[config.mk]
export PLATFORM = sky130hd
export DESIGN_NAME = acf_blend
export DESIGN_NICKNAME = d
export VERILOG_FILES = /design/src/rtl/core/acf_pkg.sv /design/src/rtl/core/acf_blend.sv
export SDC_FILE = /design/constraint.sdc
export NUM_CORES = 1
export LEC_CHECK = 0
export BUFFER_PORTS_ARGS = -buffer_cell sky130_fd_sc_hd__buf_2
export CAP_MARGIN = 0
export CORE_UTILIZATION = 65
export DETAILED_ROUTE_END_ITERATION = 8
export GPL_TIMING_DRIVEN = 0
export HOLD_SLACK_MARGIN = 0.03
export PLACE_DENSITY = 0.86
export SYNTH_ARGS = -nofsm -noshare
export SYNTH_HDL_FRONTEND = slang
export SYNTH_SLANG_ARGS = --single-unit
[constraint.sdc]
create_clock -name clock -period 22.8 [get_ports clock]
set_input_delay 4.56 -clock clock [delete_from_list [all_inputs] [get_ports clock]]
set_output_delay 4.56 -clock clock [all_outputs]
set_load 0.005 [all_outputs]
[src/rtl/core/acf_pkg.sv]
package acf_pkg;

   // field widths
   localparam int SampleW = 16;
   localparam int StampW  = 32;
   localparam int AngleW  = 16;
   localparam int AccW    = 32;
   localparam int WeightW = 16;
   localparam int DtW     = 16;
   localparam int CsrIdxW = 2;

   // rotation steps of the vectoring loop, capped at the arctangent table length
   localparam int CordicSteps = 16;
   localparam int AtanLen     = 24;
   localparam int RotSteps    = (CordicSteps < AtanLen) ? CordicSteps : AtanLen;
   localparam int StepW       = $clog2(AtanLen);

   // one result bit of the root per step
   localparam int RootBits = 28;

   // angle constants in 2^-16 degree
   localparam logic signed [AccW-1:0] HalfTurn = 32'sd11796480;
   localparam logic signed [AccW-1:0] FullTurn = 32'sd23592960;

   // degrees per rad/s-microsecond, scaled by 2^32 * 16
   localparam int RateScaleW = 22;
   localparam logic [RateScaleW-1:0] RateScale = 22'd3937336;

   localparam logic [WeightW-1:0] WeightReset = 16'd64225;

   localparam logic OpSeed   = 1'b0;
   localparam logic OpUpdate = 1'b1;

   typedef enum logic [CsrIdxW-1:0] {
      CSR_WEIGHT   = 2'd0,
      CSR_OFFSET_X = 2'd1,
      CSR_OFFSET_Y = 2'd2,
      CSR_OFFSET_Z = 2'd3
   } csr_index_type;

   // arctangent of 2^-i in 2^-16 degree
   function automatic logic signed [AccW-1:0] atan_entry(input logic [StepW-1:0] idx);
      logic signed [AccW-1:0] v;
      case (idx)
         5'd0:    v = 32'sd2949120;
         5'd1:    v = 32'sd1740967;
         5'd2:    v = 32'sd919879;
         5'd3:    v = 32'sd466945;
         5'd4:    v = 32'sd234379;
         5'd5:    v = 32'sd117304;
         5'd6:    v = 32'sd58666;
         5'd7:    v = 32'sd29335;
         5'd8:    v = 32'sd14668;
         5'd9:    v = 32'sd7334;
         5'd10:   v = 32'sd3667;
         5'd11:   v = 32'sd1833;
         5'd12:   v = 32'sd917;
         5'd13:   v = 32'sd458;
         5'd14:   v = 32'sd229;
         5'd15:   v = 32'sd115;
         5'd16:   v = 32'sd57;
         5'd17:   v = 32'sd29;
         5'd18:   v = 32'sd14;
         5'd19:   v = 32'sd7;
         5'd20:   v = 32'sd4;
         5'd21:   v = 32'sd2;
         5'd22:   v = 32'sd1;
         default: v = 32'sd0;
      endcase
      return v;
   endfunction

   // fold an angle back into one half turn either side of zero
   function automatic logic signed [AccW-1:0] wrap_angle(input logic signed [AccW-1:0] a);
      logic signed [AccW-1:0] r;
      if (a > HalfTurn) begin
         r = a - FullTurn;
      end else if (a < -HalfTurn) begin
         r = a + FullTurn;
      end else begin
         r = a;
      end
      return r;
   endfunction

   // round half up to 1/128 degree
   function automatic logic signed [AngleW-1:0] to_out(input logic signed [AccW-1:0] a);
      logic signed [AccW-1:0] s;
      s = a + 32'sd256;
      return s[24:9];
   endfunction

endpackage

[src/rtl/core/acf_blend.sv]
module acf_blend (
   input  logic                               clock,
   input  logic                               reset,
   input  logic                               start,
   input  logic signed [acf_pkg::AccW-1:0]    gyro,
   input  logic signed [acf_pkg::AccW-1:0]    tilt,
   input  logic [acf_pkg::WeightW-1:0]        weight,
   output logic                               valid,
   output logic signed [acf_pkg::AccW-1:0]    angle
);
   import acf_pkg::*;

   typedef enum logic [1:0] {B_IDLE, B_MUL, B_FIN} blend_state_type;

   blend_state_type state_ff;
   logic                    valid_ff;
   logic signed [49:0]      mc_ff, acc_ff;
   logic [WeightW-1:0]      w_ff;
   logic [4:0]              cnt_ff;
   logic signed [AccW-1:0]  angle_ff;

   logic signed [AccW:0]    diff;

   // t + w * (g - t), rounded, over one weight bit a cycle
   assign diff = {gyro[AccW-1], gyro} - {tilt[AccW-1], tilt};

   always_ff @(posedge clock) begin
      if (reset) begin
         state_ff <= B_IDLE;
         valid_ff <= 1'b0;
      end else begin
         case (state_ff)
            B_IDLE: begin
               if (start) begin
                  mc_ff    <= {{17{diff[AccW]}}, diff};
                  acc_ff   <= {{2{tilt[AccW-1]}}, tilt, 16'h8000};
                  w_ff     <= weight;
                  cnt_ff   <= '0;
                  valid_ff <= 1'b0;
                  state_ff <= B_MUL;
               end
            end
            B_MUL: begin
               if (w_ff[0]) begin
                  acc_ff <= acc_ff + mc_ff;
               end
               mc_ff  <= mc_ff <<< 1;
               w_ff   <= w_ff >> 1;
               cnt_ff <= cnt_ff + 5'd1;
               if (cnt_ff == 5'(WeightW - 1)) begin
                  state_ff <= B_FIN;
               end
            end
            B_FIN: begin
               angle_ff <= wrap_angle(acc_ff[47:16]);
               valid_ff <= 1'b1;
               state_ff <= B_IDLE;
            end
            default: state_ff <= B_IDLE;
         endcase
      end
   end

   assign valid = valid_ff;
   assign angle = angle_ff;

endmodule

# --- Word level (Yosys, flattened, before mapping) ---
# Index checks and enable logic that the tools add are counted.
word_totals:
  memories: 0
  mem_bits_ro: 0
  input_bits: 83
  latch_bits: 0
  output_inout_bits: 33
  ff_bits: 156
  ram_bits: 0
classes:
  add_sub_neg: 5
  n_mux: 16
  n_mul: 0
  bitwise_logic: 1
  shifts: 0
  n_eq_ne: 6
  order_cmp: 2
  n_reduce_logical: 8
  div: 0
op_table:
  columns: ["op", "n"]
  rows:
  - ["$pmux W50 S2", 2]
  - ["$mux W50", 3]
  - ["$mux W32", 2]
  - ["$add A50 B50 Y50", 1]
  - ["$sub A32 B32 Y33", 1]
  - ["$add A32 B26 Y32 const B", 1]
  - ["$gt A32 B25 Y1 const B", 1]
  - ["$lt A32 B25 Y1 const B", 1]
  - ["$pmux W16 S2", 1]
  - ["$sub A32 B26 Y32 const B", 1]
  - ["$mux W16", 1]
  - ["$pmux W5 S2", 1]
  - ["$ne A2 B2 Y1 const B", 3]
  - ["$reduce_and A2 Y1", 3]
  - ["$add A5 B1 Y5 const B", 1]
  - ["$eq A5 B4 Y1 const B", 1]
  - ["$mux W5", 1]
  - ["$mux W2", 2]
  - ["$pmux W2 S2", 1]
  - ["$reduce_and A4 Y1", 1]
  - ["$reduce_bool A2 Y1", 2]
  - ["$reduce_and A3 Y1", 1]
  - ["$eq A2 B1 Y1 const B", 1]
  - ["$eq A2 B2 Y1 const B", 1]
  - ["4 further kinds", 4]

# --- Depth between registers and ports, before layout ---
logic_depth:
  word_depth: 3
  ltp_mapped: 13
  mapped_depth_nobuf: 12

# --- Worst setup path before layout ---
# Ideal clock, no wire load.
synth_timing:
  kind: "in2reg"
  from: "in reset"
  to: "reg acc_ff[0] (enable)"
  path_stages: 2
  arrival_time_ps: 10838
  slack_ps: 11553
  n_path_buf: 0
  required_ps: 22391
  path_cell_list: "nor3_1 > o21a_1"
synth_via:
  elab_chain_len: 2
synth_rtl:
  columns: ["item", "line_no", "text"]
  rows:
  - ["start, declared", "acf_blend.sv:3", "input logic reset,"]
  - ["$not A1 Y1 (no source line)", null, null]
  - ["$reduce_and A4 Y1 (no source line)", null, null]
  - ["end signal, assigned", "acf_blend.sv:36", "acc_ff <= {{2{tilt[AccW-1]}}, tilt, 16'h8000};"]
  - ["end signal, assigned", "acf_blend.sv:45", "acc_ff <= acc_ff + mc_ff;"]
  - ["end, declared", "acf_blend.sv:17", "logic signed [49:0] mc_ff, acc_ff;"]
# Every way passes these cells.
# A chain may end at the register's enable or synchronous reset.

# --- Worst setup path after layout ---
layout_timing:
  from: "in tilt[0] in the netlist's numbering"
  to: "reg mc_ff[43], data pin"
layout_via:
  elab_chain_len: 3
layout_rtl:
  columns: ["item", "line_no", "text"]
  rows:
  - ["start, declared", "acf_blend.sv:6", "input logic signed [acf_pkg::AccW-1:0] tilt,"]
  - ["$sub A32 B32 Y33", "acf_blend.sv:25", "assign diff = {gyro[AccW-1], gyro} - {tilt[AccW-1], tilt};"]
  - ["$mux W50", "acf_blend.sv:34", "if (start) begin"]
  - ["$pmux W50 S2", "acf_blend.sv:32", "case (state_ff)"]
  - ["end signal, assigned", "acf_blend.sv:35", "mc_ff <= {{17{diff[AccW]}}, diff};"]
  - ["end signal, assigned", "acf_blend.sv:47", "mc_ff <= mc_ff <<< 1;"]
  - ["end, declared", "acf_blend.sv:17", null]
# Every way passes these cells. The select of a mux whose other input is x is not followed.

==> impl_results.md <==
* Outcome: completed
* Register bit count reported by yosys at 152
* Routed Antenna Nets at 0
* Post-synth top area share at 0.415
* Arr. time, crit path at 7560 ps
* Minimum clock period at 7370 ps
* Syn_area_per_cell at 9.25 sq um
* Predominant post-synthesis flop cell: edfxtp_1
* Post CTS Setup Buffer Count at 0
* Grt ovf at 0
* Final worst-path cycle share at 0.323
* CTS resizes at 0
* Total power at 0.912 mW
* Area contributors post-synth: edfxtp_1 (41%), ha_1 (9.6%), a21oi_1 (5.8%)
* P_leak at 5.14 nW
* TritonCTS clock tree: built
* Final #Nets at 1475
* DRC viols at 0
* Largest net degree at the start of global routing at 33
* P per Cell Area at 74.1 nW/um^2
* First-pass DRT Iterations at 5
* Placer Congestion at 0.954
* Layout cells sized above 1 at 0.133
* Setup Slack @ Placement at 15080 ps
* Setup TNS at 0 ps
* Syn-to-layout area delta at 14.1%
* Initial antenna violation count at 0
* Max Fclk at 136 MHz
* Max Slew Vio Count at 0
* Fin. Hold Viols at 0
* Vias in the first global route at 8822
* RR Endpoint: acc_ff[47]
* Die height at 131 microns
* Number of DRC violations after detailed-routing iteration 0 at 1170
* Antenna Cells at 0
* Worst Hold Endpoint: angle[5]
* Number of enable flip-flop cells after synthesis at 149
* Max FO, Critical Path at 10
* Relative slew slack at 0.404
* Hold crit path type: reg -> reg
* Worst R2R Start: mc_ff[4]
* Via density at 6.30
* Io pins at 116
* Post-synth top area cell: edfxtp_1
* Crit. End Element: flop
* Cts bufs inserted at 17
* Worst Tran Pin Value at 892 ps
* Syn Nets at 1334
* Final setup vio count at 0
* RSZ-0062 raised after global routing: false
* Die width at 131 microns
* Yosys Warn Count at 0
* Seq/Total Area, Yosys at 0.420
* Peak supply drop at 0.0538 mV
* Worst-path clk slew at 70 ps
* CTS Sinks at 152
* # fillers at 1154
* Setup WS post-layout at 15430 ps
* Reg2reg setup slack at 19070 ps
* Hold depth at 0
* Worst path required time at 22990 ps
* Initial Utilization at 0.672
* Area of the core at 16100 sq um
* Setup Skew at 9.85 ps
* CTS Root Cell: clkbuf_16
* Hold Path Origin: acc_ff[21]
* Async set-reset flop share out of synthesis at 0
* GRT Overall Usage at 0.365
* WL final at 30000 microns
* DP Wirelength at 23400 microns
* Total number of vias at 9682
* First-pass GRT wire length at 46500 microns
* Post-Synthesis Cells at 1166
* Crit path launch type: input pin
* Max H-tree Level at 4
* Row count at 46
* Type of the worst setup path: in -> reg
* R2R depth at 10
* Max clock buf depth at 2
* Post-synth cell types at 58
* Clock Latency Late Sink at 440 ps
* Mapped Area at 10800 sq um
* Buffers added on ports at 115
* Die Area at 17100 sq um
* Cts hold-fix bufs at 0
* Max-Cap Viols at 0
* DR WL/cell at 19.5 microns
-- worst max-delay path, stage by stage --
cell,delay [ps]
buf_2,130
ha_1,210
fa_1,420
nor2b_1,250
o31a_1,220
o21ai_1,140
a21o_1,200
a21oi_1,340
o211ai_1,190
a21oi_1,240
o221ai_2,240
buf_2,270
o21a_1,140
-- worst max-delay path by stage --
stage | startpoint | to
after global routing | gyro[0] | mc_ff[43]
final | tilt[0] | mc_ff[43]
after CTS | tilt[0] | mc_ff[43]
after global placement | reset | acc_ff[22]
after floorplan | reset | acc_ff[0]
after detailed placement | tilt[0] | mc_ff[40]
-- state kept, by name, indices dropped and copies added (netlist names) --
register / flops
cnt_ff: 5
acc_ff: 48
angle: 32
mc_ff: 48
w_ff: 16
valid: 1
state_ff: 2
-- area by class of cell --
cell class | instances | area, sq um | area share
sequential | 152 | 4530 | 0.368
inverter | 61 | 229 | 0.0186
clock inverter | 15 | 155 | 0.0126
buffer | 57 | 224 | 0.0182
tap | 216 | 270 | 0.0220
multi-input combinational | 896 | 5810 | 0.472
clock buffer | 17 | 425 | 0.0346
timing repair buffer | 122 | 659 | 0.0536
-- report_power, final --
group | switching (mW) | leakage (nW) | internal (mW)
Sequential | 0.0168 | 1.43 | 0.338
Combinational | 0.171 | 3.43 | 0.105
Clock | 0.135 | 0.283 | 0.146
Total | 0.322 | 5.14 | 0.589
-- synth_stat cells (6+ instances only) --
library cell	instances
edfxtp_1	149
nand2_1	145
a21oi_1	126
ha_1	83
nor2_1	80
o21ai_0	73
inv_1	61
clkbuf_1	45
a21o_1	41
xnor2_1	41
xor2_1	41
nand4_1	24
o21a_1	23
nand3_1	22
nor3_1	20
a211oi_1	15
o21ai_1	14
o21bai_1	14
and2_1	11
nor2b_1	11
o211ai_1	10
a31oi_1	9
nor4_1	9
o31ai_1	9
buf_2	8
nand2b_1	7
or3_1	6
-- kinds of logic (layout without fill, tap and decap cells) --
| family | Yosys count | count (layout) | synth area share |
|---|---|---|---|
| compound gates | 373 | 373 | 0.218 |
| simple gates | 354 | 354 | 0.151 |
| flops | 152 | 152 | 0.420 |
| buf+inv | 118 | 272 | 0.0420 |
| fa+ha+maj | 85 | 85 | 0.100 |
| xor+xnor | 82 | 82 | 0.0666 |
| mux | 2 | 2 | 0.00186 |
-- layer usage --
layer,vias to the layer above,routed length [microns],global-route usage
li1,4582,-,-
met1,4505,13100,0.520
met2,531,13300,0.559
met3,64,2700,0.0627
met4,0,850,0.137
met5,-,0,0
-- stage by stage --
step	hold WS, ps	instance area (sq um)	utilization	instances
2_1_floorplan	455	10800	-	1166
3_3_place_gp	459	11600	0.724	1497
3_5_place_dp	479	11700	0.730	1504
4_1_cts	498	12300	0.766	1536
5_1_grt	504	12300	0.766	1536
6_report	496	12300	0.766	1536
-- cell usage in the layout (no fill, tap or decap), drive strengths merged, types with 3 or more instances in the layout --
master	instances
nand4	24
o22ai	3
nor2b	11
o221ai	3
o21ai	87
xnor2	41
nor4	9
and2	11
o21bai	14
a21oi	129
clkbuf	62
nand3	23
o211ai	11
clkinv	4
nor3	20
nand2b	7
nor2	80
o21a	23
o31ai	11
or4	3
and4	4
and3	5
nor3b	5
edfxtp	149
xor2	41
nand2	145
inv	71
buf	134
a21o	41
a41oi	5
a211oi	15
dfxtp	3
a221oi	5
ha	83
a31oi	9
or3	6
(Power assumes the default switching activity.)
