File: src/rtl/core/acf_pkg.sv
package acf_pkg;

   // field widths
   localparam int SampleW = 16;
   localparam int StampW  = 32;
   localparam int AngleW  = 16;
   localparam int AccW    = 32;
   localparam int WeightW = 16;
   localparam int DtW     = 16;
   localparam int CsrIdxW = 2;

   // rotation steps of the vectoring loop, capped at the arctangent table length
   localparam int CordicSteps = 16;
   localparam int AtanLen     = 24;
   localparam int RotSteps    = (CordicSteps < AtanLen) ? CordicSteps : AtanLen;
   localparam int StepW       = $clog2(AtanLen);

   // one result bit of the root per step
   localparam int RootBits = 28;

   // angle constants in 2^-16 degree
   localparam logic signed [AccW-1:0] HalfTurn = 32'sd11796480;
   localparam logic signed [AccW-1:0] FullTurn = 32'sd23592960;

   // degrees per rad/s-microsecond, scaled by 2^32 * 16
   localparam int RateScaleW = 22;
   localparam logic [RateScaleW-1:0] RateScale = 22'd3937336;

   localparam logic [WeightW-1:0] WeightReset = 16'd64225;

   localparam logic OpSeed   = 1'b0;
   localparam logic OpUpdate = 1'b1;

   typedef enum logic [CsrIdxW-1:0] {
      CSR_WEIGHT   = 2'd0,
      CSR_OFFSET_X = 2'd1,
      CSR_OFFSET_Y = 2'd2,
      CSR_OFFSET_Z = 2'd3
   } csr_index_type;

   // arctangent of 2^-i in 2^-16 degree
   function automatic logic signed [AccW-1:0] atan_entry(input logic [StepW-1:0] idx);
      logic signed [AccW-1:0] v;
      case (idx)
         5'd0:    v = 32'sd2949120;
         5'd1:    v = 32'sd1740967;
         5'd2:    v = 32'sd919879;
         5'd3:    v = 32'sd466945;
         5'd4:    v = 32'sd234379;
         5'd5:    v = 32'sd117304;
         5'd6:    v = 32'sd58666;
         5'd7:    v = 32'sd29335;
         5'd8:    v = 32'sd14668;
         5'd9:    v = 32'sd7334;
         5'd10:   v = 32'sd3667;
         5'd11:   v = 32'sd1833;
         5'd12:   v = 32'sd917;
         5'd13:   v = 32'sd458;
         5'd14:   v = 32'sd229;
         5'd15:   v = 32'sd115;
         5'd16:   v = 32'sd57;
         5'd17:   v = 32'sd29;
         5'd18:   v = 32'sd14;
         5'd19:   v = 32'sd7;
         5'd20:   v = 32'sd4;
         5'd21:   v = 32'sd2;
         5'd22:   v = 32'sd1;
         default: v = 32'sd0;
      endcase
      return v;
   endfunction

   // fold an angle back into one half turn either side of zero
   function automatic logic signed [AccW-1:0] wrap_angle(input logic signed [AccW-1:0] a);
      logic signed [AccW-1:0] r;
      if (a > HalfTurn) begin
         r = a - FullTurn;
      end else if (a < -HalfTurn) begin
         r = a + FullTurn;
      end else begin
         r = a;
      end
      return r;
   endfunction

   // round half up to 1/128 degree
   function automatic logic signed [AngleW-1:0] to_out(input logic signed [AccW-1:0] a);
      logic signed [AccW-1:0] s;
      s = a + 32'sd256;
      return s[24:9];
   endfunction

endpackage

File: src/rtl/core/acf_gyro.sv
module acf_gyro (
   input  logic                                clock,
   input  logic                                reset,
   input  logic                                start,
   input  logic signed [acf_pkg::SampleW-1:0]  rate,
   input  logic signed [acf_pkg::SampleW-1:0]  offset,
   input  logic [acf_pkg::DtW-1:0]             elapsed,
   output logic                                valid,
   output logic signed [acf_pkg::AccW-1:0]     delta
);
   import acf_pkg::*;

   typedef enum logic [1:0] {G_IDLE, G_DT, G_SCALE, G_ROUND} gyro_state_type;

   gyro_state_type state_ff;
   logic                     valid_ff;
   logic signed [32:0]       mc1_ff, acc1_ff;
   logic [DtW-1:0]           dt_ff;
   logic signed [55:0]       mc2_ff, acc2_ff;
   logic [RateScaleW-1:0]    rs_ff;
   logic [4:0]               cnt_ff;
   logic signed [AccW-1:0]   delta_ff;

   logic signed [SampleW:0]  diff;
   logic signed [32:0]       acc1_in;
   logic signed [55:0]       rounded;

   assign diff    = {rate[SampleW-1], rate} - {offset[SampleW-1], offset};
   assign acc1_in = dt_ff[0] ? (acc1_ff + mc1_ff) : acc1_ff;
   assign rounded = acc2_ff + 56'sd2147483648;

   always_ff @(posedge clock) begin
      if (reset) begin
         state_ff <= G_IDLE;
         valid_ff <= 1'b0;
      end else begin
         case (state_ff)
            G_IDLE: begin
               if (start) begin
                  mc1_ff   <= {{16{diff[SampleW]}}, diff};
                  acc1_ff  <= '0;
                  dt_ff    <= elapsed;
                  cnt_ff   <= '0;
                  valid_ff <= 1'b0;
                  state_ff <= G_DT;
               end
            end
            // rate times elapsed time, one time bit a cycle
            G_DT: begin
               acc1_ff <= acc1_in;
               mc1_ff  <= mc1_ff <<< 1;
               dt_ff   <= dt_ff >> 1;
               if (cnt_ff == 5'(DtW - 1)) begin
                  mc2_ff   <= {{23{acc1_in[32]}}, acc1_in};
                  acc2_ff  <= '0;
                  rs_ff    <= RateScale;
                  cnt_ff   <= '0;
                  state_ff <= G_SCALE;
               end else begin
                  cnt_ff <= cnt_ff + 5'd1;
               end
            end
            // scale to angle, one scale bit a cycle
            G_SCALE: begin
               if (rs_ff[0]) begin
                  acc2_ff <= acc2_ff + mc2_ff;
               end
               mc2_ff <= mc2_ff <<< 1;
               rs_ff  <= rs_ff >> 1;
               cnt_ff <= cnt_ff + 5'd1;
               if (cnt_ff == 5'(RateScaleW - 1)) begin
                  state_ff <= G_ROUND;
               end
            end
            G_ROUND: begin
               delta_ff <= {{8{rounded[55]}}, rounded[55:32]};
               valid_ff <= 1'b1;
               state_ff <= G_IDLE;
            end
            default: state_ff <= G_IDLE;
         endcase
      end
   end

   assign valid = valid_ff;
   assign delta = delta_ff;

endmodule

File: config.mk
export PLATFORM = sky130hd
export DESIGN_NAME = acf_gyro
export DESIGN_NICKNAME = d
export VERILOG_FILES = /design/src/rtl/core/acf_pkg.sv /design/src/rtl/core/acf_gyro.sv
export SDC_FILE = /design/constraint.sdc
export NUM_CORES = 1
export LEC_CHECK = 0
export BUFFER_PORTS_ARGS = -buffer_cell sky130_fd_sc_hd__buf_2
export CAP_MARGIN = 20
export CORE_MARGIN = 3
export CORE_UTILIZATION = 69
export CTS_BUF_LIST = sky130_fd_sc_hd__clkbuf_2
export CTS_CLUSTER_DIAMETER = 40
export DETAILED_ROUTE_END_ITERATION = 12
export GPL_TIMING_DRIVEN = 0
export PLACE_DENSITY_LB_ADDON = 0.05
export SLEW_MARGIN = 20
export SYNTH_ARGS = -nofsm -noshare
export SYNTH_HDL_FRONTEND = slang
export SYNTH_SLANG_ARGS = --single-unit
export TNS_END_PERCENT = 50
File: constraint.sdc
create_clock -name clock -period 22.5 [get_ports clock]
set_input_delay 1.125 -clock clock [delete_from_list [all_inputs] [get_ports clock]]
set_output_delay 1.125 -clock clock [all_outputs]
set_load 0.02 [all_outputs]
# [Word level (Yosys, flattened, before mapping)]
# Index checks and enable logic that the tools add are counted.
[word_totals] register_bits=248 in_bits=51 output_inout_bits=33 wordCells=60
[classes] bitwise_logic=1 reduce_logical=12 mux=23 eq_ne=9 add_sub_neg=5
[op_table] cell="56-bit case mux with 2 select lines" count=2
[op_table] cell="56-bit two-way mux" count=3
[op_table] cell="33-bit case mux with 2 select lines" count=2
[op_table] cell="33-bit two-way mux" count=3
[op_table] cell="56-bit by 33-bit adder with 56-bit output, second input constant" count=1
[op_table] cell="56-bit adder" count=1
[op_table] cell="22-bit case mux with 2 select lines" count=1
[op_table] cell="33-bit adder" count=1
[op_table] cell="16-bit case mux with 2 select lines" count=1
[op_table] cell="22-bit two-way mux" count=1
[op_table] cell="16-bit by 16-bit subtractor with 17-bit output" count=1
[op_table] cell="16-bit two-way mux" count=1
[op_table] cell="5-bit case mux with 3 select lines" count=1
[op_table] cell="3-bit AND reduction" count=4
[op_table] cell="5-bit two-way mux" count=2
[op_table] cell="2-bit inequality test, second input constant" count=4
[op_table] cell="2-bit case mux with 4 select lines" count=1
[op_table] cell="2-bit two-way mux" count=3
[op_table] cell="2-bit nonzero test" count=3
[op_table] cell="5-bit by 1-bit adder with 5-bit output, second input constant" count=1
[op_table] cell="5-bit by 4-bit equality test with 1-bit output, second input constant" count=1
[op_table] cell="5-bit equality test, second input constant" count=1
[op_table] cell="2-bit equality test, second input constant" count=2
[op_table] cell="2-bit AND reduction" count=2
[op_table] cell="7 further kinds" count=7

# [Logic depth before layout (Yosys ltp)]
[logic_depth] word_depth=4 ltp_mapped=13 depth_no_buf=12

# [Worst setup path after synthesis]
# Ideal clock, no wire load.
[synth_timing] path_type="in2reg" start="input port reset" end="register mc2_ff[0], enable pin" t_arrival_ps=7026 stages=2 required_ps=21874 setup_slack_ps=14848 n_path_buf=1 path_cell_list="clkbuf_1 > nor3b_1"
[synth_via] elab_chain_cells=2
[synth_rtl] item="start: declaration" line="acf_gyro.sv:3" rtl="input logic reset,"
[synth_rtl] item="1-bit inverter (no source line)"
[synth_rtl] item="3-bit AND reduction (no source line)"
[synth_rtl] item="end signal: assignment" line="acf_gyro.sv:54" rtl="mc2_ff <= {{23{acc1_in[32]}}, acc1_in};"
[synth_rtl] item="end signal: assignment" line="acf_gyro.sv:68" rtl="mc2_ff <= mc2_ff <<< 1;"
[synth_rtl] item="end: declaration" line="acf_gyro.sv:19" rtl="logic signed [55:0] mc2_ff, acc2_ff;"
# Every way passes these cells.
# A chain may end at the register's enable or synchronous reset.

# [Final worst setup path]
[layout_timing] start="register mc2_ff[4]" end="register acc2_ff[49] (data pin)"
[layout_via] elab_chain_cells=3
[layout_rtl] item="56-bit adder" line="acf_gyro.sv:66" rtl="acc2_ff <= acc2_ff + mc2_ff;"
[layout_rtl] item="56-bit two-way mux" line="acf_gyro.sv:65" rtl="if (rs_ff[0]) begin"
[layout_rtl] item="56-bit case mux with 2 select lines" line="acf_gyro.sv:37" rtl="case (state_ff)"
[layout_rtl] item="end signal: assignment" line="acf_gyro.sv:66"
[layout_rtl] item="end: declaration" line="acf_gyro.sv:19"
# Every way passes these cells. The select of a mux whose other input is x is not followed.

==> flow_summary.yaml <==
synth:
  synthMuxAreaShare_pct: 3.33
  syn_avg_cell_area_sq_um: 10.2
  syn_inst: 1584
  synth_edf_count: 245
  synth_area_leader_cell: "edfxtp_1"
  async_reset_ff_share_pct: 0
  synth-warning-count: 0
  netlist.area_leader.share_pct: 45.5
  ys_ff_latch: 248
  yosysUniqueCellTypes: 85
  synth_nets: 1750
  seq_area_frac_synth_pct: 45.9
  synthFlopType: "edfxtp_1"
  syn_area_sq_um: 16200
  synth_area_leaders: "edfxtp_1, ha_1, a21oi_1, nor2_1, a21o_1"
  synth_top_family_by_area: "compound AO/OA/AOI/OAI gates"
  yosys.area_share.simple_pct: 13.9
  yosysMostFrequentCell: "edfxtp_1"
  synthXorXnorAreaFrac_pct: 5.36
  yosys.area_share.adder_pct: 9.04
  yosys-top-cells-count: "edfxtp_1, a21oi_1, nor2_1, ha_1, nand2_1"
  synth_compound_area_share_pct: 18.4
global_routing:
  grt_util_met2_pct: 47.3
  grt_use_met1_pct: 43.0
  top_usage_layer: "met2"
  use_met3_pct: 4.66
  track_usage_pct: 30.2
  antenna_found_initial: 1
  grt_max_degree: 26
  grt_pass1_vias: 12600
  grt_first_pass_wirelength_microns: 62800
  grt-ovfl-total: 0
cts:
  ctsHoldBuffers: 0
  htreeDepth: 3
  cts_tree: "built"
  cts_buffers: 66
  cts-root-buf: "clkbuf_2"
  cts.path.max_buffers: 3
  post_cts_resized: 0
  cts_num_sinks: 248
  postCtsSetupBuffers: 0
  path_clk_slew_ps: 120
  clock_latency_ps: 840
route:
  drt-initial-drc-count: 1106
  ant_nets: 0
  drc_errors: 0
  firstDrtPassIters: 5
  num_vias: 12900
  wire_per_inst_microns: 18.3
  drt-vias-per-instance: 6.15
  wirelength_microns: 38500
sta:
  drv_slew: 0
  finalHoldViolations: 0
  worst_slew_pin_slew_ps: 990
  finalCritPeriodShare_pct: 17.7
  setup_ws_ps: 18510
  fin_crit_ps: 3990
  tns_ps: 0
  setup_viol: 0
  slew_headroom_pct: 33.4
  max_freq_mhz: 251
  rsz0062_at_grt: "no"
  fin_skew_ps: 75.3
status:
  status: "finished clean"
placed_design:
  placed_cells: 1997
  place.gp.congestion: 0.961
  dp_slack_ps: 18330
  dp_hpwl_microns: 28600
  io_buffer_count: 82
power_and_ir_drop:
  internal-power_mw: 1.24
  power.density_nw_per_um2: 123
  power.switching_mw: 0.945
  p_comb_share_pct: 51.6
  clockPowerShare_pct: 14.2
  peakVddDrop_uv: 86.5
  total_leakage_power_nw: 7.20
  seq_power_share_pct: 34.3
  p_sw_share_pct: 43.2
critical_path:
  cp_slowest_cell: "o31ai_1"
  startpoint_type: "register"
  path_cells: "ha_1, o211ai_1, o211ai_2, a31oi_1, o21ai_0, o21ai_0, o31ai_1, a21oi_1, o21bai_1, mux2i_1"
  cp_common_cell: "o21ai_0"
  worstRegToRegCells: 10
  critPathMaxFanout: 6
  cpPeakStageDelay_ps: 880
  crit_arrival_ps: 4570
  required_ps: 23090
  cp-end-kind: "register"
  crit_type: "reg2reg"
die:
  boundaryPins: 84
  core_area_sq_um: 22800
  die_w_microns: 159
  dieArea_sq_um: 25300
  die_h_microns: 159
  start_util_pct: 70.8
  rows: 55
layout:
  syn_to_final_growth_pct: 9.85
  fin_nets: 1918
  multi_input_area_sq_um: 8120
  drive_gt1_share_pct: 16.0
  instances_no_fill: 2103
  regArea_sq_um: 7420
  fillers: 1587
flow_run:
  cap_violations: 0
worst_hold_path:
  holdPathStages: 2
  min_path_type: "reg2reg"
-- logic make-up after synthesis --
family                   Yosys count
XOR/XNOR                          99
buffers and inverters            155
AND/OR/NAND/NOR                  458
AO/OA/AOI/OAI                    459
flip-flops                       248
multiplexers                      50
adder cells (fa/ha/maj)          115
-- sequential cells by signal (all words and copies together) (netlist names) --
name / flops
acc1_ff: 33
acc2_ff: 56
cnt_ff: 5
delta: 24
dt_ff: 16
mc1_ff: 33
mc2_ff: 56
rs_ff: 22
state_ff: 2
valid: 1
-- cells in the final DEF (no fill, tap or decap), types with 15 or more instances in the layout --
master    count
xor2_1       46
buf_4        21
mux2_2       30
and2_1       29
nand3_1      32
a21o_1       69
mux2i_1      20
nand4_1      21
inv_1        75
ha_1        112
buf_2        89
nand2b_1     23
o21ai_0      75
o21bai_1     18
xnor2_1      53
a31oi_1      17
nor3_1       16
a211oi_1     15
nand2_1     111
clkbuf_1     51
nor2_1      139
a21oi_1     153
nor2b_1      32
edfxtp_1    245
clkbuf_2     86
-- worst max-delay path, delay by kind of cell (launching register included) --
| kind | cells | cell delay [ps] |
|---|---|---|
| AO/OA/AOI/OAI | 8 | 2740 |
| adder cells (fa/ha/maj) | 1 | 430 |
| flip-flops | 1 | 460 |
| multiplexers | 1 | 110 |
-- through the flow --
stage | area (sq um) | total power, mW | utilization (%) | hold WS (ps)
finish | 17800 | 2.19 | 77.7 | 510
global route | 17800 | 2.34 | 77.7 | 503
CTS | 17800 | 2.18 | 77.7 | 505
detailed placement | 17200 | 1.86 | 75.3 | 499
global placement | 17000 | 1.83 | 74.3 | 483
floorplan | 16200 | 1.58 | - | 477
-- cell type report --
type | instances | share of cell area [%]
Buffer | 79 | 2.14
Inverter | 76 | 1.61
Clock inverter | 19 | 0.711
Tap cell | 313 | 2.20
Antenna cell | 1 | 0.0141
Timing Repair Buffer | 100 | 3.45
Multi-Input combinational cell | 1181 | 45.7
Sequential cell | 248 | 41.8
Clock buffer | 86 | 2.42
-- routing by layer --
metal  wire [microns]  vias to the layer above
li1                 -                     6205
met1            17300                     6135
met2            17400                      487
met3             2470                       96
met4             1350                        0
met5                0                        -
-- final timing paths --
kind | start | endpoint | slack, ps
setup / recovery | mc2_ff[4]$_DFFE_PP_ | acc2_ff[49]$_SDFFCE_PN0P_ | 18510
hold / removal | valid$_SDFFE_PP0P_ | valid$_SDFFE_PP0P_ | 510
setup reg to reg | mc2_ff[4]$_DFFE_PP_ | acc2_ff[49]$_SDFFCE_PN0P_ | 18510
hold reg to reg | valid$_SDFFE_PP0P_ | valid$_SDFFE_PP0P_ | 510
-- power groups by stage --
stage / logic (mW) / registers (mW) / clock network, mW
floorplan: 0.831 / 0.753 / 0
global placement: 1.05 / 0.782 / 0
detailed placement: 1.10 / 0.760 / 0
CTS: 1.11 / 0.750 / 0.315
global route: 1.25 / 0.760 / 0.337
finish: 1.13 / 0.750 / 0.310
(Power assumes the default switching activity.)
