File: src/rtl/core/acf_pkg.sv
package acf_pkg;

   // field widths
   localparam int SampleW = 16;
   localparam int StampW  = 32;
   localparam int AngleW  = 16;
   localparam int AccW    = 32;
   localparam int WeightW = 16;
   localparam int DtW     = 16;
   localparam int CsrIdxW = 2;

   // rotation steps of the vectoring loop, capped at the arctangent table length
   localparam int CordicSteps = 16;
   localparam int AtanLen     = 24;
   localparam int RotSteps    = (CordicSteps < AtanLen) ? CordicSteps : AtanLen;
   localparam int StepW       = $clog2(AtanLen);

   // one result bit of the root per step
   localparam int RootBits = 28;

   // angle constants in 2^-16 degree
   localparam logic signed [AccW-1:0] HalfTurn = 32'sd11796480;
   localparam logic signed [AccW-1:0] FullTurn = 32'sd23592960;

   // degrees per rad/s-microsecond, scaled by 2^32 * 16
   localparam int RateScaleW = 22;
   localparam logic [RateScaleW-1:0] RateScale = 22'd3937336;

   localparam logic [WeightW-1:0] WeightReset = 16'd64225;

   localparam logic OpSeed   = 1'b0;
   localparam logic OpUpdate = 1'b1;

   typedef enum logic [CsrIdxW-1:0] {
      CSR_WEIGHT   = 2'd0,
      CSR_OFFSET_X = 2'd1,
      CSR_OFFSET_Y = 2'd2,
      CSR_OFFSET_Z = 2'd3
   } csr_index_type;

   // arctangent of 2^-i in 2^-16 degree
   function automatic logic signed [AccW-1:0] atan_entry(input logic [StepW-1:0] idx);
      logic signed [AccW-1:0] v;
      case (idx)
         5'd0:    v = 32'sd2949120;
         5'd1:    v = 32'sd1740967;
         5'd2:    v = 32'sd919879;
         5'd3:    v = 32'sd466945;
         5'd4:    v = 32'sd234379;
         5'd5:    v = 32'sd117304;
         5'd6:    v = 32'sd58666;
         5'd7:    v = 32'sd29335;
         5'd8:    v = 32'sd14668;
         5'd9:    v = 32'sd7334;
         5'd10:   v = 32'sd3667;
         5'd11:   v = 32'sd1833;
         5'd12:   v = 32'sd917;
         5'd13:   v = 32'sd458;
         5'd14:   v = 32'sd229;
         5'd15:   v = 32'sd115;
         5'd16:   v = 32'sd57;
         5'd17:   v = 32'sd29;
         5'd18:   v = 32'sd14;
         5'd19:   v = 32'sd7;
         5'd20:   v = 32'sd4;
         5'd21:   v = 32'sd2;
         5'd22:   v = 32'sd1;
         default: v = 32'sd0;
      endcase
      return v;
   endfunction

   // fold an angle back into one half turn either side of zero
   function automatic logic signed [AccW-1:0] wrap_angle(input logic signed [AccW-1:0] a);
      logic signed [AccW-1:0] r;
      if (a > HalfTurn) begin
         r = a - FullTurn;
      end else if (a < -HalfTurn) begin
         r = a + FullTurn;
      end else begin
         r = a;
      end
      return r;
   endfunction

   // round half up to 1/128 degree
   function automatic logic signed [AngleW-1:0] to_out(input logic signed [AccW-1:0] a);
      logic signed [AccW-1:0] s;
      s = a + 32'sd256;
      return s[24:9];
   endfunction

endpackage

File: src/rtl/core/acf_tilt.sv
module acf_tilt (
   input  logic                                clock,
   input  logic                                reset,
   input  logic                                start,
   input  logic signed [acf_pkg::SampleW:0]    num,
   input  logic signed [acf_pkg::SampleW-1:0]  side_a,
   input  logic signed [acf_pkg::SampleW-1:0]  side_b,
   output logic                                valid,
   output logic signed [acf_pkg::AccW-1:0]     angle
);
   import acf_pkg::*;

   typedef enum logic [2:0] {T_IDLE, T_SQA, T_SQB, T_ROOT, T_ROT} tilt_state_type;

   tilt_state_type state_ff;
   logic                          valid_ff;
   logic signed [SampleW-1:0]     a_ff, b_ff;
   logic signed [SampleW:0]       num_ff;
   logic [31:0]                   sq_ff;
   logic [55:0]                   rad_ff;
   logic [30:0]                   rem_ff;
   logic [RootBits-1:0]           root_ff;
   logic [StepW-1:0]              cnt_ff;
   logic signed [AccW-1:0]        x_ff, y_ff, z_ff;

   logic signed [SampleW-1:0]     mul_op;
   logic signed [31:0]            sq_prod;
   logic [30:0]                   rem_sh;
   logic [30:0]                   trial;
   logic                          take;
   logic [RootBits-1:0]           root_in;
   logic signed [AccW-1:0]        xs, ys, tab;

   // one squarer, shared by both sides
   assign mul_op  = (state_ff == T_SQA) ? a_ff : b_ff;
   assign sq_prod = mul_op * mul_op;

   // root: bring in two radicand bits, try one result bit
   assign rem_sh  = {rem_ff[28:0], rad_ff[55:54]};
   assign trial   = {1'b0, root_ff, 2'b01};
   assign take    = (rem_sh >= trial);
   assign root_in = {root_ff[RootBits-2:0], take};

   // rotation step
   assign xs  = x_ff >>> cnt_ff;
   assign ys  = y_ff >>> cnt_ff;
   assign tab = atan_entry(cnt_ff);

   always_ff @(posedge clock) begin
      if (reset) begin
         state_ff <= T_IDLE;
         valid_ff <= 1'b0;
      end else begin
         case (state_ff)
            T_IDLE: begin
               if (start) begin
                  a_ff     <= side_a;
                  b_ff     <= side_b;
                  num_ff   <= num;
                  valid_ff <= 1'b0;
                  state_ff <= T_SQA;
               end
            end
            T_SQA: begin
               sq_ff    <= $unsigned(sq_prod);
               state_ff <= T_SQB;
            end
            T_SQB: begin
               rad_ff   <= {sq_ff + $unsigned(sq_prod), 24'd0};
               rem_ff   <= '0;
               root_ff  <= '0;
               cnt_ff   <= '0;
               state_ff <= T_ROOT;
            end
            T_ROOT: begin
               rem_ff  <= take ? (rem_sh - trial) : rem_sh;
               root_ff <= root_in;
               rad_ff  <= {rad_ff[53:0], 2'b00};
               if (cnt_ff == StepW'(RootBits - 1)) begin
                  cnt_ff <= '0;
                  x_ff   <= {{(AccW-RootBits){1'b0}}, root_in};
                  y_ff   <= {{(AccW-SampleW-13){num_ff[SampleW]}}, num_ff, 12'd0};
                  z_ff   <= '0;
                  // zero vector: no angle to find
                  if (root_in == '0 && num_ff == '0) begin
                     valid_ff <= 1'b1;
                     state_ff <= T_IDLE;
                  end else begin
                     state_ff <= T_ROT;
                  end
               end else begin
                  cnt_ff <= cnt_ff + 5'd1;
               end
            end
            T_ROT: begin
               if (!y_ff[AccW-1]) begin
                  x_ff <= x_ff + ys;
                  y_ff <= y_ff - xs;
                  z_ff <= z_ff + tab;
               end else begin
                  x_ff <= x_ff - ys;
                  y_ff <= y_ff + xs;
                  z_ff <= z_ff - tab;
               end
               cnt_ff <= cnt_ff + 5'd1;
               if (cnt_ff == StepW'(RotSteps - 1)) begin
                  valid_ff <= 1'b1;
                  state_ff <= T_IDLE;
               end
            end
            default: state_ff <= T_IDLE;
         endcase
      end
   end

   assign valid = valid_ff;
   assign angle = z_ff;

endmodule

File: config.mk
export PLATFORM = sky130hd
export DESIGN_NAME = acf_tilt
export DESIGN_NICKNAME = d
export VERILOG_FILES = /design/src/rtl/core/acf_pkg.sv /design/src/rtl/core/acf_tilt.sv
export SDC_FILE = /design/constraint.sdc
export NUM_CORES = 2
export LEC_CHECK = 0
export BUFFER_PORTS_ARGS = -buffer_cell sky130_fd_sc_hd__buf_4
export CORE_UTILIZATION = 45
export CTS_BUF_LIST = sky130_fd_sc_hd__clkbuf_16
export DETAILED_ROUTE_END_ITERATION = 8
export PLACE_DENSITY = 0.71
export SLEW_MARGIN = 10
export SYNTH_ARGS = -nofsm -noshare
export SYNTH_HDL_FRONTEND = slang
export SYNTH_SLANG_ARGS = --single-unit
File: constraint.sdc
create_clock -name clock -period 29.9 [get_ports clock]
set_clock_uncertainty 0.1 [all_clocks]
set_input_delay 4.485 -clock clock [delete_from_list [all_inputs] [get_ports clock]]
set_output_delay 4.485 -clock clock [all_outputs]
set_load 0.02 [all_outputs]
# Yosys cells after proc, flatten, opt, wreduce, memory -nomap -nowiden
# Memory sizes are Yosys's and may differ from the RTL's. A register that Yosys moved wholly into a read port is not among the register bits.
# Index checks and enable logic that the tools add are counted.
# W data, S select, Z words.
# classes
addsub,9
mul,1
n_lt_le_gt_ge,1
eq_ne,10
n_shift,2
n_mux,27
bitwise_logic,1
reduce_logical,15
# ops
cell,n
$mux W32,6
$pmux W32 S2,3
$add A32 B32 Y32,4
$pmux W56 S2,1
$sub A32 B32 Y32,3
$sshr A32 B5 Y32,2
$pmux W29 S2,1
$pmux W28 S2,1
$mul A16 B16 Y32,1
$ge A31 B30 Y1,1
$mux W29,1
$sub A29 B29 Y29,1
$logic_not A28 Y1,1
$logic_not A17 Y1,1
$mux W16,1
$pmux W3 S5,1
$pmux W5 S3,1
$mux W3,4
$mux W5,2
$reduce_and A3 Y1,3
$ne A2 B2 Y1 const B,4
$eq A3 B2 Y1 const B,2
$reduce_and A2 Y1,3
$reduce_bool A3 Y1,2
12 further kinds,16
# word_totals
register_bits,299
rom_bits,704
output_inout_bits,33
n_memories,1
# memory_table
name,depth,width,rd,rd_ports_with_merged_regs,write_ports,line,source
(no name shown),32,22,1,1,0,acf_pkg.sv:44,case (idx)

# Logic depth before layout (Yosys ltp)
# depth
ltp_word,6
mapped_depth,43

# Worst setup path before layout
# OpenSTA, ideal clock, no wires.
# synth_timing
path_type,input to register
from,input port reset
to,"register z_ff[0], in the netlist angle[0], enable pin"
arrival_time_ns,11.715
t_required_ns,29.107
slack_ns,17.392
stages,2
path_cell_list,buf_1 a211oi_1
# synth_between
elab_chain_cells,2
# synth_lines
element,line,source
from (decl),acf_tilt.sv:3,"input logic reset,"
$not A1 Y1 (no line),n/a,
$reduce_and A3 Y1 (no line),n/a,
to (signal assigned),acf_tilt.sv:99,z_ff <= z_ff + tab;
to (signal assigned),acf_tilt.sv:103,z_ff <= z_ff - tab;
to (decl),acf_tilt.sv:24,"logic signed [AccW-1:0] x_ff, y_ff, z_ff;"
# Every way passes these cells.
# A chain may end at the register's enable or synchronous reset.

# Worst setup path after layout
# layout_timing
from,register state_ff[2]
to,register rad_ff[55] (data pin)
# layout_between
elab_chain_cells,5
elab_cells_between_ends,7
# layout_lines
element,line,source
from (decl),acf_tilt.sv:15,tilt_state_type state_ff;
from (signal assigned),acf_tilt.sv:51,state_ff <= T_IDLE;
from (signal assigned),acf_tilt.sv:61,state_ff <= T_SQA;
from (signal assigned),acf_tilt.sv:66,state_ff <= T_SQB;
$eq A3 B1 Y1,acf_tilt.sv:35,assign mul_op = (state_ff == T_SQA) ? a_ff : b_ff;
$mux W16,acf_tilt.sv:35,
$mul A16 B16 Y32,acf_tilt.sv:36,assign sq_prod = mul_op * mul_op;
named net sq_prod[21],acf_tilt.sv:27,logic signed [31:0] sq_prod;
$add A32 B32 Y32,acf_tilt.sv:69,"rad_ff <= {sq_ff + $unsigned(sq_prod), 24'd0};"
$pmux W56 S2,acf_tilt.sv:54,case (state_ff)
to (signal assigned),acf_tilt.sv:69,
to (signal assigned),acf_tilt.sv:78,"rad_ff <= {rad_ff[53:0], 2'b00};"
to (decl),acf_tilt.sv:20,logic [55:0] rad_ff;
# The timed path passes the listed nets, and every way through them passes these cells. The select of a mux whose other input is x is not followed.

==> metrics.txt <==
CP Capture Type=register; worst-path fanout max=19; fillers=between 6000 and 7000; ys async rst share=0; hpwl dp=around 70 mm; Peak Freq=slightly above 90 MHz; core area=~73000 um^2; vias in the first global route=26100; Clk Latency, worst-skew pair=0.56 ns; RR Endpoint=rad_ff[55]; Worst Hold Launch=rad_ff[24]; Buffers & Inverters on Critical Path=7; slew margin rel.=0.187; setup TNS=0 ns; pin count of the biggest net entering global routing=96; Via Count=around 27000; post-synthesis register bit count=around 300; Syn Std Cell Area=around 33000 um^2; FP Rows=between 90 and 100; Seq/Total Area, Yosys=0.258; initial antenna violation count=0; height of the die=between 200 and 300 um; Mean Syn Cell Area=about 9.3 um^2; TritonCTS clock tree=built; met2 usage=0.376; H-tree levels=2; Worst Hold Class=register to register; GRT met1 Usage=0.322; slowest CP cell=mux2i_1; GRT Util Overall=0.234; CP max stage delay=a little under 0.7 ns; drt first-iter violations=2930; Layout area overhead=8.15%; layout cells sized above 1=0.0866; failing checks=design-rule violations; Final Core Density=0.494; Post-synth EDFFs=270; Critical Path Stages=39; Fin. Hold Viols=0; CTS max path bufs=3; post-route antenna net violation count=0; Initial Utilization=0.457; Clock Sinks=296; top cell type's share of synthesized area=0.242; unrepaired setup endpoints after global routing=false; drt total wl=88.5 mm; busiest grt layer=met2; critical path startpoint category=register; hold_ws=roughly 0.41 ns; Crit path max-delay family=adder cells; top_reg_cell synth=edfxtp_1; worst setup path class=register to register; Die X=275 um; Worst-Margin Slew=about 1.2 ns; postcts setup bufs=0; Root Buffer=clkbuf_16; Post-CTS Resized=0; Synth cell types=slightly below 90; leading cell type in the layout, fill and taps excluded=inv_1; MaxCap Viol Count=0; number of remaining DRC errors=3; Critical Path RT=about 30 ns; Yosys Warn Count=0; R2R Setup Slk=about 19 ns; DR vias/cell=5.89; Gate Count Post-Synth=between 3000 and 4000; Hold Path End=rad_ff[26]; # hold bufs at CTS=0; Reg2Reg Depth=39; worst endpoint data arrival time=about 11 ns; Synth area leader=edfxtp_1; Crit Reg-Reg Startpoint=state_ff[2]; DIE AREA=75500 um^2; clock slew at reported path FFs=around 0.06 ns; Setup violations, final=0; top post-synthesis cells by area=edfxtp_1 24%, fa_1 14%, ha_1 9.3%, inv_1 4.6%, nor2_1 4.4%; final slew viol count=0; ANT cells=0; first-pass GRT wire length=approximately 140 mm; WHS Path Cells=2; wire per inst=about 19 um; status=finished, violations left; DRT Pass-1 Iters=9; Overflow after GRT=0; final period utilization=0.358; Final Critical Period=between 10 and 15 ns; port bufs=84; most frequent cells in the layout=409 x inv_1, 390 x nor2_1, 314 x nand2_1, 270 x edfxtp_1, 250 x ha_1; I/O Pins=85; RePlAce Congestion=between 1 and 1.5; Nets=4152; syn_nets=~4100; met3 GRT Util=0.0271; clock buffer count from CTS=37
state kept, by name, summed over array words and instances, names as in the netlist:
| signal | count |
|---|---|
| y_ff | 32 |
| tab | 22 |
| cnt_ff | 5 |
| num_ff | 17 |
| sq_ff | 31 |
| a_ff | 16 |
| rem_ff | 29 |
| b_ff | 16 |
| state_ff | 3 |
| angle | 32 |
| root_ff | 28 |
| rad_ff | 32 |
| x_ff | 32 |
| valid | 1 |
metrics by stage:
| stage | area, um^2 | worst slack (ns) | cells |
|---|---|---|---|
| finish | 36200 | 19.19 | 4597 |
| global route | 36200 | 18.32 | 4597 |
| CTS | 36200 | 19.31 | 4597 |
| detailed placement | 35000 | 19.32 | 4531 |
| global placement | 35000 | 19.70 | 4531 |
| floorplan | 33500 | 17.39 | 3602 |
worst reg2reg max path, delay by kind of cell (launching register included):
family | cells | cell delay, ns
compound gates | 13 | 3.01
xor+xnor | 3 | 0.50
fa+ha+maj | 8 | 3.55
buf+inv | 7 | 1.02
flops | 1 | 0.42
mux | 1 | 0.69
simple gates | 7 | 1.13
cells in the mapped netlist, drive strengths merged (7+ instances only):
cell type	number
o221ai	14
a21o	86
nand2b	37
ha	250
mux2	43
o31a	7
and3	18
nor2	392
or3	21
dfxtp	26
or2	12
mux4	69
nand3	45
clkbuf	88
buf	57
nor2b	31
a31oi	35
inv	407
nor3	57
fa	239
nand4	17
o21bai	20
o21a	45
and2	24
a21oi	217
a211o	9
and4	10
o21ai	179
xnor2	137
mux2i	83
a21boi	8
o211ai	20
nand2	316
o22ai	19
a22oi	11
edfxtp	270
nor4	21
nor3b	9
a211oi	40
xor2	87
o31ai	28
area by class of cell:
cell class | instances | area, um^2 | area share
timing repair buffer | 115 | 863 | 0.0238
multi-input combinational | 2751 | 22700 | 0.628
tap | 959 | 1200 | 0.0331
clock inverter | 27 | 272 | 0.00750
sequential | 296 | 8630 | 0.238
clock buffer | 39 | 976 | 0.0270
inverter | 410 | 1540 | 0.0425
cells by family (layout without fill, tap and decap cells):
logic type      after synthesis  count (layout)  synth area share
flops                       296             296             0.258
fa+ha+maj                   489             489             0.236
compound gates              816             816             0.157
simple gates               1027            1027             0.139
mux                         195             195            0.0861
buf+inv                     555             591            0.0652
xor+xnor                    224             224            0.0586
worst max path at each step:
stage,end,slack [ns],start
floorplan,angle[0],17.39,reset
global placement,rad_ff[54],19.70,state_ff[2]
detailed placement,rad_ff[55],19.32,state_ff[2]
CTS,rad_ff[55],19.31,state_ff[2]
global route,rad_ff[55],18.32,state_ff[2]
finish,rad_ff[55],19.19,state_ff[2]
metal layers:
| layer | share of wire | wire [um] | vias to the layer above |
|---|---|---|---|
| li1 | - | - | 12700 |
| met4 | 0.041 | 3610 | 0 |
| met3 | 0.067 | 5910 | 223 |
| met1 | 0.43 | 38100 | 13100 |
| met5 | 0 | 0 | - |
| met2 | 0.46 | 40800 | 1072 |
Power is left out: the tool's default activity adds up to more than one toggle a clock period on the data nets, which glitch-free logic cannot reach.
